$ cat config.mk
export PLATFORM = sky130hd
export DESIGN_NAME = digit_run_expander_grouped_flat
export DESIGN_NICKNAME = d
export VERILOG_FILES = /design/src/hw/rtl/drexg_pkg.sv /design/src/hw/rtl/drexg_in_if.sv /design/src/hw/rtl/drexg_out_if.sv /design/src/hw/rtl/drexg_ctrl.sv /design/src/hw/rtl/drexg_dp.sv /design/src/hw/rtl/digit_run_expander_grouped.sv /design/src/flat_wrapper.sv
export SDC_FILE = /design/constraint.sdc
export NUM_CORES = 1
export LEC_CHECK = 0
export BUFFER_PORTS_ARGS = -buffer_cell sky130_fd_sc_hd__buf_2
export CAP_MARGIN = 10
export CORE_MARGIN = 4
export CORE_UTILIZATION = 60
export DETAILED_ROUTE_END_ITERATION = 8
export PLACE_DENSITY = 0.84
export SYNTH_ARGS = -nofsm -noshare
export SYNTH_HDL_FRONTEND = slang
export SYNTH_SLANG_ARGS = --single-unit
$ cat constraint.sdc
create_clock -name clk_i -period 7.3 [get_ports clk_i]
set_input_delay 1.46 -clock clk_i [delete_from_list [all_inputs] [get_ports clk_i]]
set_output_delay 1.46 -clock clk_i [all_outputs]
set_load 0.03 [all_outputs]
$ cat src/hw/rtl/drexg_pkg.sv
// Shared types and constants for the digit run expander.
package drexg_pkg;

  localparam int unsigned GLEN_W  = 4;
  localparam int unsigned GPL_W   = 6;
  localparam int unsigned CFG_W   = 6;
  localparam int unsigned CNT_W   = 4;

  localparam logic [GLEN_W-1:0] GLEN_RESET = 4'd3;
  localparam logic [GPL_W-1:0]  GPL_RESET  = 6'd16;
  localparam logic [CNT_W-1:0]  LAST_SLOT  = 4'd13;  // fourteenth result
  localparam logic [CNT_W-1:0]  MAX_RES    = 4'd14;

  localparam logic [7:0] CH_DOT  = 8'h2E;
  localparam logic [7:0] CH_NL   = 8'h0A;
  localparam logic [7:0] CH_SP   = 8'h20;
  localparam logic [7:0] CH_ZERO = 8'h30;
  localparam logic [7:0] CH_NINE = 8'h39;
  localparam logic [7:0] CH_DEL  = 8'h7F;

  // register indexes on the configuration port
  localparam logic CFG_GROUP_LENGTH    = 1'b0;
  localparam logic CFG_GROUPS_PER_LINE = 1'b1;

  typedef enum logic [2:0] {
    ST_IDLE,
    ST_SEP,
    ST_CHR,
    ST_DOT,
    ST_NL1,
    ST_NL2
  } state_e;

  typedef enum logic [2:0] {
    EM_NONE,
    EM_SEP,
    EM_CHR,
    EM_DOT,
    EM_NL,
    EM_NL_LAST
  } emit_e;

  typedef struct packed {
    logic  load;
    emit_e emit;
  } cmd_t;

  typedef struct packed {
    logic term;       // accepted item ends the message
    logic run;        // accepted item starts a character run
    logic sep_first;  // run opens with a separator
    logic step_ok;    // current emit step may complete
    logic reps_done;  // this character is the last of the run
    logic sep_next;   // next character opens a new group
  } status_t;

endpackage

$ cat src/hw/rtl/drexg_in_if.sv
// Input channel: one character item per handshake.
interface drexg_in_if;
  logic       valid;
  logic       ready;
  logic [7:0] in_byte;
  logic       end_of_input;

  modport source (output valid, output in_byte, output end_of_input, input ready);
  modport sink   (input valid, input in_byte, input end_of_input, output ready);
endinterface

$ cat src/hw/rtl/drexg_out_if.sv
// Output channel: one output byte per handshake.
interface drexg_out_if;
  logic       valid;
  logic       ready;
  logic [7:0] out_byte;
  logic       last;

  modport source (output valid, output out_byte, output last, input ready);
  modport sink   (input valid, input out_byte, input last, output ready);
endinterface

$ cat src/hw/rtl/drexg_ctrl.sv
// Controller state machine for the digit run expander.
module drexg_ctrl (
  input  logic              clk_i,
  input  logic              rst_ni,
  input  logic              in_valid_i,
  output logic              in_ready_o,
  input  drexg_pkg::status_t status_i,
  output drexg_pkg::cmd_t    cmd_o
);

  drexg_pkg::state_e state_q, state_d;

  always_ff @(posedge clk_i or negedge rst_ni) begin
    if (!rst_ni) begin
      state_q <= drexg_pkg::ST_IDLE;
    end else begin
      state_q <= state_d;
    end
  end

  // next state
  always_comb begin
    state_d = state_q;
    case (state_q)
      drexg_pkg::ST_IDLE: begin
        if (in_valid_i) begin
          if (status_i.term) begin
            state_d = drexg_pkg::ST_DOT;
          end else if (status_i.run) begin
            state_d = status_i.sep_first ? drexg_pkg::ST_SEP : drexg_pkg::ST_CHR;
          end
        end
      end
      drexg_pkg::ST_SEP: begin
        if (status_i.step_ok) state_d = drexg_pkg::ST_CHR;
      end
      drexg_pkg::ST_CHR: begin
        if (status_i.step_ok) begin
          if (status_i.reps_done) begin
            state_d = drexg_pkg::ST_IDLE;
          end else begin
            state_d = status_i.sep_next ? drexg_pkg::ST_SEP : drexg_pkg::ST_CHR;
          end
        end
      end
      drexg_pkg::ST_DOT: begin
        if (status_i.step_ok) state_d = drexg_pkg::ST_NL1;
      end
      drexg_pkg::ST_NL1: begin
        if (status_i.step_ok) state_d = drexg_pkg::ST_NL2;
      end
      drexg_pkg::ST_NL2: begin
        if (status_i.step_ok) state_d = drexg_pkg::ST_IDLE;
      end
      default: state_d = drexg_pkg::ST_IDLE;
    endcase
  end

  // outputs
  always_comb begin
    in_ready_o  = 1'b0;
    cmd_o.load  = 1'b0;
    cmd_o.emit  = drexg_pkg::EM_NONE;
    case (state_q)
      drexg_pkg::ST_IDLE: begin
        in_ready_o = 1'b1;
        cmd_o.load = in_valid_i;
      end
      drexg_pkg::ST_SEP: cmd_o.emit = drexg_pkg::EM_SEP;
      drexg_pkg::ST_CHR: cmd_o.emit = drexg_pkg::EM_CHR;
      drexg_pkg::ST_DOT: cmd_o.emit = drexg_pkg::EM_DOT;
      drexg_pkg::ST_NL1: cmd_o.emit = drexg_pkg::EM_NL;
      drexg_pkg::ST_NL2: cmd_o.emit = drexg_pkg::EM_NL_LAST;
      default: cmd_o.emit = drexg_pkg::EM_NONE;
    endcase
  end

endmodule

$ cat src/hw/rtl/drexg_dp.sv
// Datapath: repeat count, group counters, result count and output register.
module drexg_dp (
  input  logic                          clk_i,
  input  logic                          rst_ni,
  input  logic                          cfg_we_i,
  input  logic                          cfg_idx_i,
  input  logic [drexg_pkg::CFG_W-1:0]   cfg_data_i,
  input  logic [7:0]                    in_byte_i,
  input  logic                          end_of_input_i,
  input  drexg_pkg::cmd_t               cmd_i,
  output drexg_pkg::status_t            status_o,
  output logic                          out_valid_o,
  input  logic                          out_ready_i,
  output logic [7:0]                    out_byte_o,
  output logic                          out_last_o
);

  logic [drexg_pkg::GLEN_W-1:0] glen_q;
  logic [drexg_pkg::GPL_W-1:0]  gpl_q;
  logic                         armed_q;
  logic [3:0]                   value_q;
  logic [3:0]                   reps_q;
  logic [7:0]                   ch_q;
  logic [drexg_pkg::GLEN_W-1:0] pos_q;
  logic [drexg_pkg::GPL_W-1:0]  line_q;
  logic                         emitted_q;
  logic [drexg_pkg::CNT_W-1:0]  cnt_q;
  logic                         oval_q;
  logic [7:0]                   obyte_q;
  logic                         olast_q;

  logic                         is_term, is_drop, is_digit, is_arm, is_run;
  logic [drexg_pkg::GLEN_W-1:0] glen_eff;
  logic [drexg_pkg::GPL_W-1:0]  gpl_eff;
  logic [drexg_pkg::GLEN_W:0]   pos_inc;
  logic [drexg_pkg::GPL_W:0]    line_inc;
  logic                         wrap, lwrap;
  logic                         active, suppress, out_free, step_ok, push;
  logic [7:0]                   emit_byte;
  logic                         emit_last;

  // item classification
  assign is_term  = end_of_input_i || (in_byte_i == drexg_pkg::CH_DOT);
  assign is_drop  = !is_term && ((in_byte_i <= drexg_pkg::CH_SP) ||
                                 (in_byte_i == drexg_pkg::CH_DEL));
  assign is_digit = (in_byte_i >= drexg_pkg::CH_ZERO) && (in_byte_i <= drexg_pkg::CH_NINE);
  assign is_arm   = !is_term && !is_drop && is_digit && !armed_q;
  assign is_run   = !is_term && !is_drop && !is_arm;

  // zero limit acts as one
  assign glen_eff = (glen_q == '0) ? drexg_pkg::GLEN_W'(1) : glen_q;
  assign gpl_eff  = (gpl_q == '0)  ? drexg_pkg::GPL_W'(1)  : gpl_q;
  assign pos_inc  = {1'b0, pos_q} + (drexg_pkg::GLEN_W+1)'(1);
  assign line_inc = {1'b0, line_q} + (drexg_pkg::GPL_W+1)'(1);
  assign wrap     = pos_inc >= {1'b0, glen_eff};
  assign lwrap    = line_inc >= {1'b0, gpl_eff};

  assign active   = (cmd_i.emit != drexg_pkg::EM_NONE);
  assign suppress = (cnt_q >= drexg_pkg::MAX_RES);
  assign out_free = !oval_q || out_ready_i;
  assign step_ok  = suppress || out_free;
  assign push     = active && !suppress && out_free;

  always_comb begin
    emit_byte = ch_q;
    emit_last = 1'b0;
    case (cmd_i.emit)
      drexg_pkg::EM_SEP: begin
        emit_byte = (line_q == '0) ? drexg_pkg::CH_NL : drexg_pkg::CH_SP;
        emit_last = (cnt_q == drexg_pkg::LAST_SLOT);
      end
      drexg_pkg::EM_CHR: begin
        emit_byte = ch_q;
        emit_last = (reps_q == '0) || (cnt_q == drexg_pkg::LAST_SLOT);
      end
      drexg_pkg::EM_DOT:     emit_byte = drexg_pkg::CH_DOT;
      drexg_pkg::EM_NL:      emit_byte = drexg_pkg::CH_NL;
      drexg_pkg::EM_NL_LAST: begin
        emit_byte = drexg_pkg::CH_NL;
        emit_last = 1'b1;
      end
      default: begin
        emit_byte = ch_q;
        emit_last = 1'b0;
      end
    endcase
  end

  assign status_o.term      = is_term;
  assign status_o.run       = is_run;
  assign status_o.sep_first = emitted_q && (pos_q == '0);
  assign status_o.step_ok   = step_ok;
  assign status_o.reps_done = (reps_q == '0);
  assign status_o.sep_next  = wrap;

  // configuration
  always_ff @(posedge clk_i or negedge rst_ni) begin
    if (!rst_ni) begin
      glen_q <= drexg_pkg::GLEN_RESET;
      gpl_q  <= drexg_pkg::GPL_RESET;
    end else if (cfg_we_i) begin
      if (cfg_idx_i == drexg_pkg::CFG_GROUP_LENGTH) begin
        glen_q <= cfg_data_i[drexg_pkg::GLEN_W-1:0];
      end else begin
        gpl_q <= cfg_data_i[drexg_pkg::GPL_W-1:0];
      end
    end
  end

  // message state
  always_ff @(posedge clk_i or negedge rst_ni) begin
    if (!rst_ni) begin
      armed_q   <= 1'b0;
      value_q   <= '0;
      reps_q    <= '0;
      pos_q     <= '0;
      line_q    <= '0;
      emitted_q <= 1'b0;
      cnt_q     <= '0;
    end else if (cmd_i.load) begin
      if (is_term) begin
        armed_q   <= 1'b0;
        value_q   <= '0;
        pos_q     <= '0;
        line_q    <= '0;
        emitted_q <= 1'b0;
        cnt_q     <= '0;
      end else if (is_arm) begin
        armed_q <= 1'b1;
        value_q <= in_byte_i[3:0];
      end else if (is_run) begin
        reps_q  <= armed_q ? value_q : 4'd0;
        armed_q <= 1'b0;
        value_q <= '0;
        cnt_q   <= '0;
      end
    end else begin
      if (push) cnt_q <= cnt_q + drexg_pkg::CNT_W'(1);
      if ((cmd_i.emit == drexg_pkg::EM_CHR) && step_ok) begin
        emitted_q <= 1'b1;
        if (reps_q != '0) reps_q <= reps_q - 4'd1;
        if (wrap) begin
          pos_q  <= '0;
          line_q <= lwrap ? '0 : line_inc[drexg_pkg::GPL_W-1:0];
        end else begin
          pos_q <= pos_inc[drexg_pkg::GLEN_W-1:0];
        end
      end
    end
  end

  // latched character and output byte, no reset needed
  always_ff @(posedge clk_i) begin
    if (cmd_i.load && is_run) ch_q <= in_byte_i;
    if (push) begin
      obyte_q <= emit_byte;
      olast_q <= emit_last;
    end
  end

  always_ff @(posedge clk_i or negedge rst_ni) begin
    if (!rst_ni) begin
      oval_q <= 1'b0;
    end else if (push) begin
      oval_q <= 1'b1;
    end else if (out_ready_i) begin
      oval_q <= 1'b0;
    end
  end

  assign out_valid_o = oval_q;
  assign out_byte_o  = obyte_q;
  assign out_last_o  = olast_q;

endmodule

$ cat src/hw/rtl/digit_run_expander_grouped.sv
// Top level of the digit-prefixed run-length expander with grouped output.
//
// Channels: in_s carries one character item (in_byte, end_of_input); out_s
// carries one output byte per handshake with last set on the final byte that an
// input item causes. Configuration: cfg_we_i writes group_length (index 0)
// or groups_per_line (index 1) from cfg_data_i; write only while idle.
// After an item is taken, the sequencer state register moves to its first emit
// state and the output register then captures the first byte once it is free.
// A dropped byte or a repeat digit leaves the sequencer idle; otherwise it
// emits the generated bytes (characters, separators, terminator) in turn before
// it takes the next item. Bytes past the fourteenth are discarded but still step
// the group counters, one a cycle. The single output register sets the pace:
// one byte per cycle at most. Input is taken only between items; an item with
// no output frees the input again on the next cycle, and a new item may be
// taken while the last byte still waits in the output register.
// Receiver stall: the sequencer holds and no byte is lost or repeated.
// Reset: counters, repeat count and message state clear; group_length
// returns to 3 and groups_per_line to 16.
module digit_run_expander_grouped (
  input  logic                        clk_i,
  input  logic                        rst_ni,
  drexg_in_if.sink                    in_s,
  drexg_out_if.source                 out_s,
  input  logic                        cfg_we_i,
  input  logic                        cfg_idx_i,
  input  logic [drexg_pkg::CFG_W-1:0] cfg_data_i
);

  drexg_pkg::cmd_t    cmd;
  drexg_pkg::status_t status;
  logic               in_ready;

  assign in_s.ready = in_ready;

  // sequencer: an idle state and one state per emit step
  drexg_ctrl u_ctrl (
    .clk_i      (clk_i),
    .rst_ni     (rst_ni),
    .in_valid_i (in_s.valid),
    .in_ready_o (in_ready),
    .status_i   (status),
    .cmd_o      (cmd)
  );

  // counters, latched character and output register
  drexg_dp u_dp (
    .clk_i          (clk_i),
    .rst_ni         (rst_ni),
    .cfg_we_i       (cfg_we_i),
    .cfg_idx_i      (cfg_idx_i),
    .cfg_data_i     (cfg_data_i),
    .in_byte_i      (in_s.in_byte),
    .end_of_input_i (in_s.end_of_input),
    .cmd_i          (cmd),
    .status_o       (status),
    .out_valid_o    (out_s.valid),
    .out_ready_i    (out_s.ready),
    .out_byte_o     (out_s.out_byte),
    .out_last_o     (out_s.last)
  );

endmodule

$ cat src/flat_wrapper.sv
// flat-port wrapper written by rule: the top's interface ports become plain ports
module digit_run_expander_grouped_flat 
  (clk_i, rst_ni, cfg_we_i, cfg_idx_i, cfg_data_i, in_s_valid, in_s_in_byte, in_s_end_of_input, in_s_ready, out_s_valid, out_s_out_byte, out_s_last, out_s_ready);
  drexg_in_if in_s_i ();
  drexg_out_if out_s_i ();
  input  logic clk_i;
  input  logic rst_ni;
  input  logic cfg_we_i;
  input  logic cfg_idx_i;
  input  logic [drexg_pkg::CFG_W-1:0] cfg_data_i;
  input wire logic [$bits(in_s_i.valid)-1:0] in_s_valid;
  input wire logic [$bits(in_s_i.in_byte)-1:0] in_s_in_byte;
  input wire logic [$bits(in_s_i.end_of_input)-1:0] in_s_end_of_input;
  output wire logic [$bits(in_s_i.ready)-1:0] in_s_ready;
  output wire logic [$bits(out_s_i.valid)-1:0] out_s_valid;
  output wire logic [$bits(out_s_i.out_byte)-1:0] out_s_out_byte;
  output wire logic [$bits(out_s_i.last)-1:0] out_s_last;
  input wire logic [$bits(out_s_i.ready)-1:0] out_s_ready;
  assign in_s_i.valid = in_s_valid;
  assign in_s_i.in_byte = in_s_in_byte;
  assign in_s_i.end_of_input = in_s_end_of_input;
  assign in_s_ready = in_s_i.ready;
  assign out_s_valid = out_s_i.valid;
  assign out_s_out_byte = out_s_i.out_byte;
  assign out_s_last = out_s_i.last;
  assign out_s_i.ready = out_s_ready;
  digit_run_expander_grouped u_core (.clk_i(clk_i), .rst_ni(rst_ni), .in_s(in_s_i), .out_s(out_s_i), .cfg_we_i(cfg_we_i), .cfg_idx_i(cfg_idx_i), .cfg_data_i(cfg_data_i));
endmodule
# After elaboration in Yosys (flattened, before gate mapping)
# Cells that the tools add are included.
[classes]
addsub = 4
order_cmp = 6
eq_ne = 26
muxes = 51
bitwise = 1
n_reduce_logical = 45
[ops]
columns = ["op", "n"]
rows = [
  ["4-bit 2-to-1 mux", 19],
  ["6-bit 2-to-1 mux", 7],
  ["3-bit 2-to-1 mux", 8],
  ["8-bit case mux with 3 select lines", 1],
  ["3-bit case mux with 6 select lines", 1],
  ["8-bit by 6-bit <= comparator with 1-bit output (second input constant)", 2],
  ["2-bit != test (second input constant)", 8],
  ["3-bit case mux with 5 select lines", 1],
  ["3-bit by 2-bit equality test with 1-bit output (second input constant)", 4],
  ["3-bit equality test (second input constant)", 4],
  ["4-bit zero test", 3],
  ["6-bit zero test", 2],
  ["1-bit logical AND", 11],
  ["1-bit 2-to-1 mux", 10],
  ["2-bit nonzero test", 5],
  ["8-bit by 6-bit equality test with 1-bit output (second input constant)", 1],
  ["8-bit by 7-bit equality test with 1-bit output (second input constant)", 1],
  ["8-bit by 6-bit >= comparator with 1-bit output (second input constant)", 1],
  ["2-bit AND reduction", 4],
  ["6-bit by 1-bit adder with 7-bit output (second input constant)", 1],
  ["7-bit by 6-bit >= comparator with 1-bit output", 1],
  ["7-bit AND reduction", 1],
  ["3-bit by 1-bit equality test with 1-bit output (second input constant)", 2],
  ["1-bit zero test", 6],
  ["19 further kinds", 29],
]
[word_totals]
regBits = 55
out_inout_bits = 11
in_bits = 21

# Longest topological paths before layout
# Gate-level depths: netlist of run 1.
[logic_depth]
word_depth = 14
depth_mapped = 10

# By module
# From an unflattened synthesis of run 1, not the netlist that was laid out.
[unflattened]
hier_cells = 296
hier_area_um2 = 3062.9
[modules_own_cells]
columns = ["mod", "cells_each", "instances", "area_each_um2", "seq_area_each_um2"]
rows = [
  ["drexg_dp", 271, 1, 2813.9, 1390.1],
  ["drexg_ctrl", 25, 1, 249.0, 75.1],
]

# Least setup slack after synthesis of run 1
# Ideal clock, no wire load.
[synth_path]
path_type = "in2reg"
start = "in in_s_in_byte[7]"
end = "reg u_core.u_dp.reps_q[0]"
path_slack_ns = 4.476
required_time_ns = 7.180
arrival_time_ns = 2.704
setup_time_ns = 0.120
cell_stages = 7
cell_sequence = "nor4b_2 and3_4 nor4_4 and2_4 buf_6 or2_4 o211a_1"
[synth_between]
elab_chain_len = 12
[synth_rtl]
columns = ["element", "line", "rtl"]
rows = [
  ["from (decl)", "flat_wrapper.sv:12", "input wire logic [$bits(in_s_i.in_byte)-1:0] in_s_in_byte;"],
  ["parallel branches: the longest is 11 deep, another holds 8-bit by 6-bit <= comparator with 1-bit output", "--", ""],
  ["5-bit AND reduction (no line) (*)", "--", ""],
  ["to (signal assigned)", "drexg_dp.sv:132", "reps_q <= armed_q ? value_q : 4'd0;"],
  ["to (signal assigned)", "drexg_dp.sv:141", "if (reps_q != '0) reps_q <= reps_q - 4'd1;"],
  ["to (decl)", "drexg_dp.sv:22", "logic [3:0] reps_q;"],
]
# Every way passes the cells marked *.
# A chain may end at the register's enable or synchronous reset.

# Worst setup path in the final report of run 1
[layout_path]
start = "reg u_core.u_ctrl.state_q[1]"
end = "out in_s_ready"
[layout_between]
elab_chain_len = 2
[layout_rtl]
columns = ["element", "line", "rtl"]
rows = [
  ["from (decl)", "drexg_ctrl.sv:11", "drexg_pkg::state_e state_q, state_d;"],
  ["from (signal assigned)", "drexg_ctrl.sv:15", "state_q <= drexg_pkg::ST_IDLE;"],
  ["from (signal assigned)", "drexg_ctrl.sv:17", "state_q <= state_d;"],
  ["3-bit zero test", "drexg_ctrl.sv:64", "case (state_q)"],
  ["1-bit 2-to-1 mux", "drexg_ctrl.sv:64", ""],
  ["to (decl)", "flat_wrapper.sv:14", "output wire logic [$bits(in_s_i.ready)-1:0] in_s_ready;"],
]
# Every way passes these cells.

==> results of run 1 <==
## logic make-up after synthesis
kind of cell               after synthesis
buffers and inverters                   23
and+or+nand+nor                         91
AOI/OAI and AO/OA                       73
adders and majority gates               18
muxes                                   10
xor gates and xnor gates                 7
DFF                                     55
## critical path: cells and delay by family, from the launching register on
family | cells | cell delay [ps]
buf+inv | 1 | 260
flops | 1 | 580
simple gates | 1 | 370
## state kept, by name (all words and copies together) (netlist names), 3 cells and up
signal                  cells
u_core.u_dp.ch_q            8
u_core.u_dp.out_byte_o      8
u_core.u_dp.gpl_q           6
u_core.u_dp.glen_q          4
u_core.u_dp.value_q         4
u_core.u_dp.reps_q          4
u_core.u_dp.line_q          6
u_core.u_dp.pos_q           4
u_core.u_ctrl.state_q       3
u_core.u_dp.cnt_q           4
## final cells by class
class / count / area, um^2
Clock buffer: 5 / 68.8
Inverter: 17 / 63.8
Sequential cell: 55 / 1470
Fill cell: 374 / 1470
Multi-Input combinational cell: 199 / 1450
Timing Repair Buffer: 31 / 155
Clock inverter: 3 / 27.5
Tap cell: 67 / 83.8
## path summary, 6_finish.rpt
kind                                                           start                            endpoint  slack [ps]
worst max register to register     u_core.u_dp.line_q[0]$_DFFE_PN0P_   u_core.u_dp.line_q[3]$_DFFE_PN0P_        4590
worst min register to register     u_core.u_dp.emitted_q$_DFFE_PN0P_   u_core.u_dp.emitted_q$_DFFE_PN0P_         490
min in group asynchronous                                     rst_ni  u_core.u_dp.value_q[3]$_DFFE_PN0P_        1240
max in group asynchronous                                     rst_ni    u_core.u_dp.cnt_q[2]$_DFFE_PN0P_        5530
worst max-delay path            u_core.u_ctrl.state_q[1]$_DFFE_PN0P_                          in_s_ready        4320
worst min-delay path               u_core.u_dp.emitted_q$_DFFE_PN0P_   u_core.u_dp.emitted_q$_DFFE_PN0P_         490
## cells in the mapped netlist, types with 2 or more instances
library cell	n	area, um^2
nor2_1	10	37.5
nand2b_1	4	25.0
nor2b_1	5	31.3
ha_1	18	225
edfxtp_1	17	510
a31oi_1	4	25.0
a22o_1	10	87.6
nand3b_1	3	22.5
dfstp_2	3	78.8
nand2_1	22	82.6
a32o_1	3	30.0
nand3_1	9	45.0
o22a_1	3	26.3
xor2_1	3	26.3
and3_1	3	18.8
and2_1	8	50.1
a21o_1	3	22.5
nor3_1	8	40.0
inv_1	17	63.8
clkbuf_1	3	11.3
o21ai_0	16	80.1
xnor2_1	4	35.0
o211a_1	2	20.0
a21oi_1	12	60.1
mux2_2	9	101
a31o_2	4	35.0
dfrtp_1	35	876
o21a_1	5	37.5
nor4_1	3	18.8
o211ai_1	2	15.0
## per-layer routing
metal	track usage	up-vias	wire length, um
met3	0.0351	8	227
met5	0	-	0
li1	-	1084	-
met4	0.0481	0	62
met1	0.271	1057	2520
met2	0.346	46	2800
## where the power goes
| group | leakage (nW) | switching (mW) | internal, mW |
|---|---|---|---|
| sequential | 0.639 | 0.0835 | 0.421 |
| combinational | 0.810 | 0.319 | 0.206 |
| clock | 0.0463 | 0.101 | 0.0705 |
==> Flow_metrics.wiki, run 1 <==
{| class="wikitable"
! Metric !! Value
|-
| Worst clock skew || 9.71 ps
|-
| Unrepaired setup endpoints after global routing || false
|-
| CP peak stage delay || 580 ps
|-
| Clock transition at path regs || 100 ps
|-
| Pwr per Cell Area || 362 nW/um^2
|-
| Compound-cell area share of the yosys netlist || 0.171
|-
| Fraction of final layout cells with drive strength greater than 1 || 0.226
|-
| Number of buffers inserted by hold repair at cts || 0
|-
| Final number of setup-violating endpoints || 0
|-
| WP data required || 5840 ps
|-
| Portion of the post-synthesis area used by sequential elements || 0.486
|-
| Initial Util || 0.630
|-
| Final weighted congestion in routability-driven placement || 0.806
|-
| Num CTS Buffers || 5
|-
| Worst IR Drop VDD || 177 uV
|-
| Worst hold margin || 494 ps
|-
| Number of flip-flops and latches in the synthesized netlist || 55
|-
| TritonCTS clock tree || done
|-
| CP Launch Type || flop
|-
| Number of buffer cells added on primary ports || 31
|-
| Number of setup buffers added after CTS || 0
|-
| Remaining antenna violation count after routing || 0
|-
| Most frequent standard cell in the layout excluding fill and tap cells || dfrtp_1
|-
| Overall die area || 6220 um^2
|-
| P_leak || 1.50 nW
|-
| Cells along the critical path || nor3_2 > buf_2
|-
| P&R area growth vs syn || 9.96%
|-
| Total standard cell area after synthesis || 3020 um^2
|-
| Dominant combinational cell family by area after synthesis || simple AND/OR/NAND/NOR gates
|-
| Placed Instances || 369
|-
| Time the worst path needs with I/O delays and setup || 2980 ps
|-
| Primary flip-flop cell chosen by synthesis mapping || dfrtp_1
|-
| Path type of the worst min-delay path || reg -> reg
|-
| Highest-delay cell along the critical path || dfrtp_1
|-
| Number of nets in the final layout || 348
|-
| Antenna cells || 0
|-
| Routed wire per std cell || 14.9 um
|-
| Sum of internal, switching and leakage power || 1.20 mW
|-
| Max Cap Viol || 0
|-
| Post-synthesis instance total || 277
|-
| Worst setup EP type || output pin
|-
| Core Rows || 25
|-
| Slew Viols, Final || 0
|-
| Number of enable-type register cells in the synthesized netlist || 17
|-
| Clock network latency to the later pin of the worst-skew pair || 310 ps
|-
| Vias in the first global route || 2153
|-
| Total cell area at the placement stage || 3220 um^2
|-
| Total global routing track utilization || 0.203
|-
| Initial antenna violation count || 0
|-
| Fraction of the mapped netlist area in adder cells || 0.0747
|-
| Fraction of synthesized cell area in xor and xnor cells || 0.0203
|-
| Total I/O pin count || 32
|-
| Most frequent cells in the layout || dfrtp_1, buf_2, nand2_1
|-
| Hold violation total from the final report || 0
|-
| Overall routed net length || 5.61 mm
|-
| Setup TNS || 0 ps
|-
| Count of yosys warnings during synthesis || 0
|-
| Placeable core region || 4790 um^2
|-
| HPWL after DPL || 4.27 mm
|-
| Worst Path Class, Setup || reg -> out
|-
| Final setup margin || 4320 ps
|-
| Post-route non-filler standard cell count || 377
|-
| Worst-Margin Slew || 818 ps
|-
| Relative max-transition margin || 0.449
|-
| Result of the run || finished clean
|-
| Drt drc || 0
|-
| Setup slack at placement || 4260 ps
|-
| CP Max Fanout || 16
|-
| Post-layout utilization of the core || 0.693
|-
| Async S/R FF share, synth || 0.691
|-
| Cell at the root of the clock tree || clkbuf_8
|-
| Finished Cell Area || 3320 um^2
|-
| Mean area per synthesized cell || 10.9 um^2
|-
| Synthesized Nets || 316
|-
| Netlist cell types || 59
|-
| Clock sink count || 55
|-
| Multiplexer share of the synthesized area || 0.0369
|-
| Simple-gate share of the synthesized area || 0.178
|-
| Height of the die || 78.9 um
|-
| Number of detailed-route iterations in the first pass || 4
|-
| Iteration-0 DRC count of the detailed router || 148
|-
| Critical path data arrival time || 1520 ps
|-
| Overall die width || 78.9 um
|-
| Number of vias after detailed routing || 2195
|-
| Largest net degree at the start of global routing || 39
|-
| H-tree depth reported by CTS || 2
|-
| Final worst-path cycle share || 0.408
|-
| Number of instances resized during post-cts repair || 0
|-
| Residual overflow from global routing || 0
|-
| CTS max path bufs || 2
|-
| Vias per cell || 5.82
|-
| Wire length of the first global-routing pass || 10.1 mm
|-
| Highest clock frequency the design can meet || 336 MHz
|-
| Worst r2r path cells || 9
|-
| Cells on Worst Hold Path || 2
|}
Note: power is estimated with default switching activity, not from simulation.
==> run 2: changes to the inputs <==
- CORE_UTILIZATION: 60 -> 53
- PLACE_DENSITY: 0.84 -> 0.79
- clock period: 7.3 -> 2.6 ns (I/O delays scaled with it)
==> Flow_metrics.wiki, run 2 (synthesis gave the netlist of run 1 again) <==
{| class="wikitable"
! Metric !! Value
|-
| Startpoint of the worst-slack reg-to-reg timing path || u_core.u_dp.line_q[1]$_DFFE_PN0P_
|-
| Wire length of the first global-routing pass || 10.1 mm (+0.13%)
|-
| Worst flop-to-flop path endpoint || u_core.u_dp.line_q[2]$_DFFE_PN0P_
|-
| Highest metal layer used by the detailed router || met4
|-
| Height of the die || 83.4 um (+5.8%)
|-
| Post-layout utilization of the core || 0.616 (-0.0764)
|-
| Cells along the critical path || ha_4 > nand3_2 > xnor2_2 > ha_1 > a21o_1 > a21oi_1 > o211ai_1 > or4_4 > nor3b_2 > a21o_1
|-
| Total global routing track utilization || 0.174 (-0.0294)
|-
| Number of buffer cells added on primary ports || 31 (unchanged)
|-
| WP data required || 2850 ps (-2990 ps)
|-
| TritonCTS clock tree || done
|-
| Final number of setup-violating endpoints || 0 (unchanged)
|-
| WP buf/inv || 0 (-1)
|-
| Worst-Margin Slew || 848 ps (+29.2 ps)
|-
| Largest net degree at the start of global routing || 39 (unchanged)
|-
| Most Frequent Cell on Critical Path || a21o_1
|-
| Sum of internal, switching and leakage power || 3.52 mW (+190%)
|-
| Placeable core region || 5510 um^2 (+15%)
|-
| Sum of met2 wire segment lengths after detailed routing || 2.82 mm (+0.57%)
|-
| Result of the run || finished clean
|-
| Number of detailed-route iterations in the first pass || 5 (+1)
|-
| Clock transition at path regs || 100 ps (about the same)
|-
| Num CTS Buffers || 5 (unchanged)
|-
| Number of nets in the final layout || 351 (+0.86%)
|-
| Most frequent cells in the layout || dfrtp_1, buf_2, nand2_1
|-
| Worst hold margin || 314 ps (-180 ps)
|-
| WL met1 || 2.70 mm (+7.0%)
|-
| Worst clock skew || 8.97 ps (-0.741 ps)
|-
| Most frequent standard cell in the layout excluding fill and tap cells || dfrtp_1
|-
| H-tree depth reported by CTS || 2 (unchanged)
|-
| Worst Path Class, Setup || reg -> reg
|-
| Max Cap Viol || 0 (unchanged)
|-
| CP peak stage delay || 450 ps (-130 ps)
|-
| HPWL after DPL || 4.23 mm (-0.99%)
|-
| Routed wire per std cell || 15.0 um (+0.98%)
|-
| Vias in the first global route || 2172 (+0.88%)
|-
| Cell at the root of the clock tree || clkbuf_8
|-
| Placed Instances || 377 (+2.2%)
|-
| CP delay by family, top || simple AND/OR/NAND/NOR gates
|-
| CTS max path bufs || 2 (unchanged)
|-
| Path type of the worst min-delay path || in -> async
|-
| Register-to-register path setup slack || 130 ps (-4460 ps)
|-
| Final weighted congestion in routability-driven placement || 0.834 (+3.5%)
|-
| P&R area growth vs syn || 12.6%
|-
| CP Max Fanout || 4 (-12)
|-
| Core Rows || 27 (+8.0%)
|-
| Clock sink count || 55 (unchanged)
|-
| Fraction of final layout cells with drive strength greater than 1 || 0.249 (+0.0234)
|-
| Hold violation total from the final report || 0 (unchanged)
|-
| Remaining antenna violation count after routing || 0 (unchanged)
|-
| Antenna cells || 0 (unchanged)
|-
| CP Launch Type || flop
|-
| Overall routed net length || 5.79 mm (+3.1%)
|-
| Worst r2r path cells || 10 (+1)
|-
| Worst setup EP type || flop
|-
| Final worst-path cycle share || 0.950
|-
| Total I/O pin count || 32 (unchanged)
|-
| Highest-delay cell along the critical path || or4_4
|-
| Worst IR Drop VDD || 460 uV (+160%)
|-
| Highest clock frequency the design can meet || 405 MHz
|-
| Residual overflow from global routing || 0 (unchanged)
|-
| P_leak || 1.53 nW (+2.3%)
|-
| Overall die width || 83.4 um (+5.8%)
|-
| Drt drc || 0 (unchanged)
|-
| Time the worst path needs with I/O delays and setup || 2470 ps
|-
| Length of routed met3 wiring || 206 um (-9.3%)
|-
| Initial antenna violation count || 0 (unchanged)
|-
| Post-route non-filler standard cell count || 385 (+2.1%)
|-
| Relative max-transition margin || 0.435 (-0.0144)
|-
| Iteration-0 DRC count of the detailed router || 140 (-5.4%)
|-
| Overall die area || 6960 um^2 (+12%)
|-
| Critical path data arrival time || 2720 ps (+1200 ps)
|-
| Initial Util || 0.548 (-0.0825)
|-
| Slew Viols, Final || 0 (unchanged)
|-
| Vias per cell || 5.64 (-3.1%)
|-
| Clock network latency to the later pin of the worst-skew pair || 310 ps (about the same)
|-
| Pwr per Cell Area || 1040 nW/um^2 (+190%)
|-
| Number of vias after detailed routing || 2173 (-1.0%)
|-
| Number of setup buffers added after CTS || 0 (unchanged)
|}
==> run 2: where the power goes <==
part | switching [mW] | leakage [nW] | internal, mW
registers | 0.210 | 0.637 | 1.18
clock network | 0.276 | 0.0587 | 0.292
logic | 0.943 | 0.834 | 0.613
==> run 2: how the worst max path moves through the flow <==
stage,from,end,slack [ps],depth (start not counted)
floorplan,u_core.u_dp.line_q[0]$_DFFE_PN0P_,u_core.u_dp.line_q[2]$_DFFE_PN0P_,270,10
global placement,u_core.u_dp.line_q[0]$_DFFE_PN0P_,u_core.u_dp.line_q[2]$_DFFE_PN0P_,180,10
detailed placement,u_core.u_dp.line_q[0]$_DFFE_PN0P_,u_core.u_dp.line_q[2]$_DFFE_PN0P_,70,10
CTS,u_core.u_dp.line_q[0]$_DFFE_PN0P_,u_core.u_dp.line_q[2]$_DFFE_PN0P_,50,10
global route,u_core.u_dp.line_q[1]$_DFFE_PN0P_,u_core.u_dp.line_q[2]$_DFFE_PN0P_,-50,10
finish,u_core.u_dp.line_q[1]$_DFFE_PN0P_,u_core.u_dp.line_q[2]$_DFFE_PN0P_,130,10
==> run 2: worst register-to-register path, delay by kind of cell, from the launching register on <==
| family | cells | cell delay, ps |
|---|---|---|
| and+or+nand+nor | 3 | 740 |
| xor gates and xnor gates | 1 | 160 |
| AOI/OAI and AO/OA | 4 | 550 |
| DFF | 1 | 440 |
| adders and majority gates | 2 | 520 |
==> run 2: cell type report <==
cell class                 count  area (um^2)
multi-input combinational    199         1480
sequential                    55         1470
tap                           72         90.1
clock inverter                 3         47.5
inverter                      17         63.8
timing repair buffer          34          178
clock buffer                   5         68.8
fill                         449         2110
==> run 2: per-layer routing <==
layer  up-vias  global-route usage
li1       1080                   -
met1      1052               0.235
met2        34               0.284
met3         7              0.0387
met4         0              0.0439
met5         -                   0
==> run 2: repair_timing <==
item,in CTS,in global routing
hold buffers,0,0
setup endpoints to repair,0,2
gates resized for setup,0,7
==> run 2: metrics by stage <==
stage	instance area, um^2	setup WS (ps)	setup TNS [ps]
after floorplan	3020	274	0
after global placement	3250	182	0
after detailed placement	3250	68.2	0
after CTS	3360	46.2	0
after global routing	3390	-51.1	-51.1
final	3390	131	0
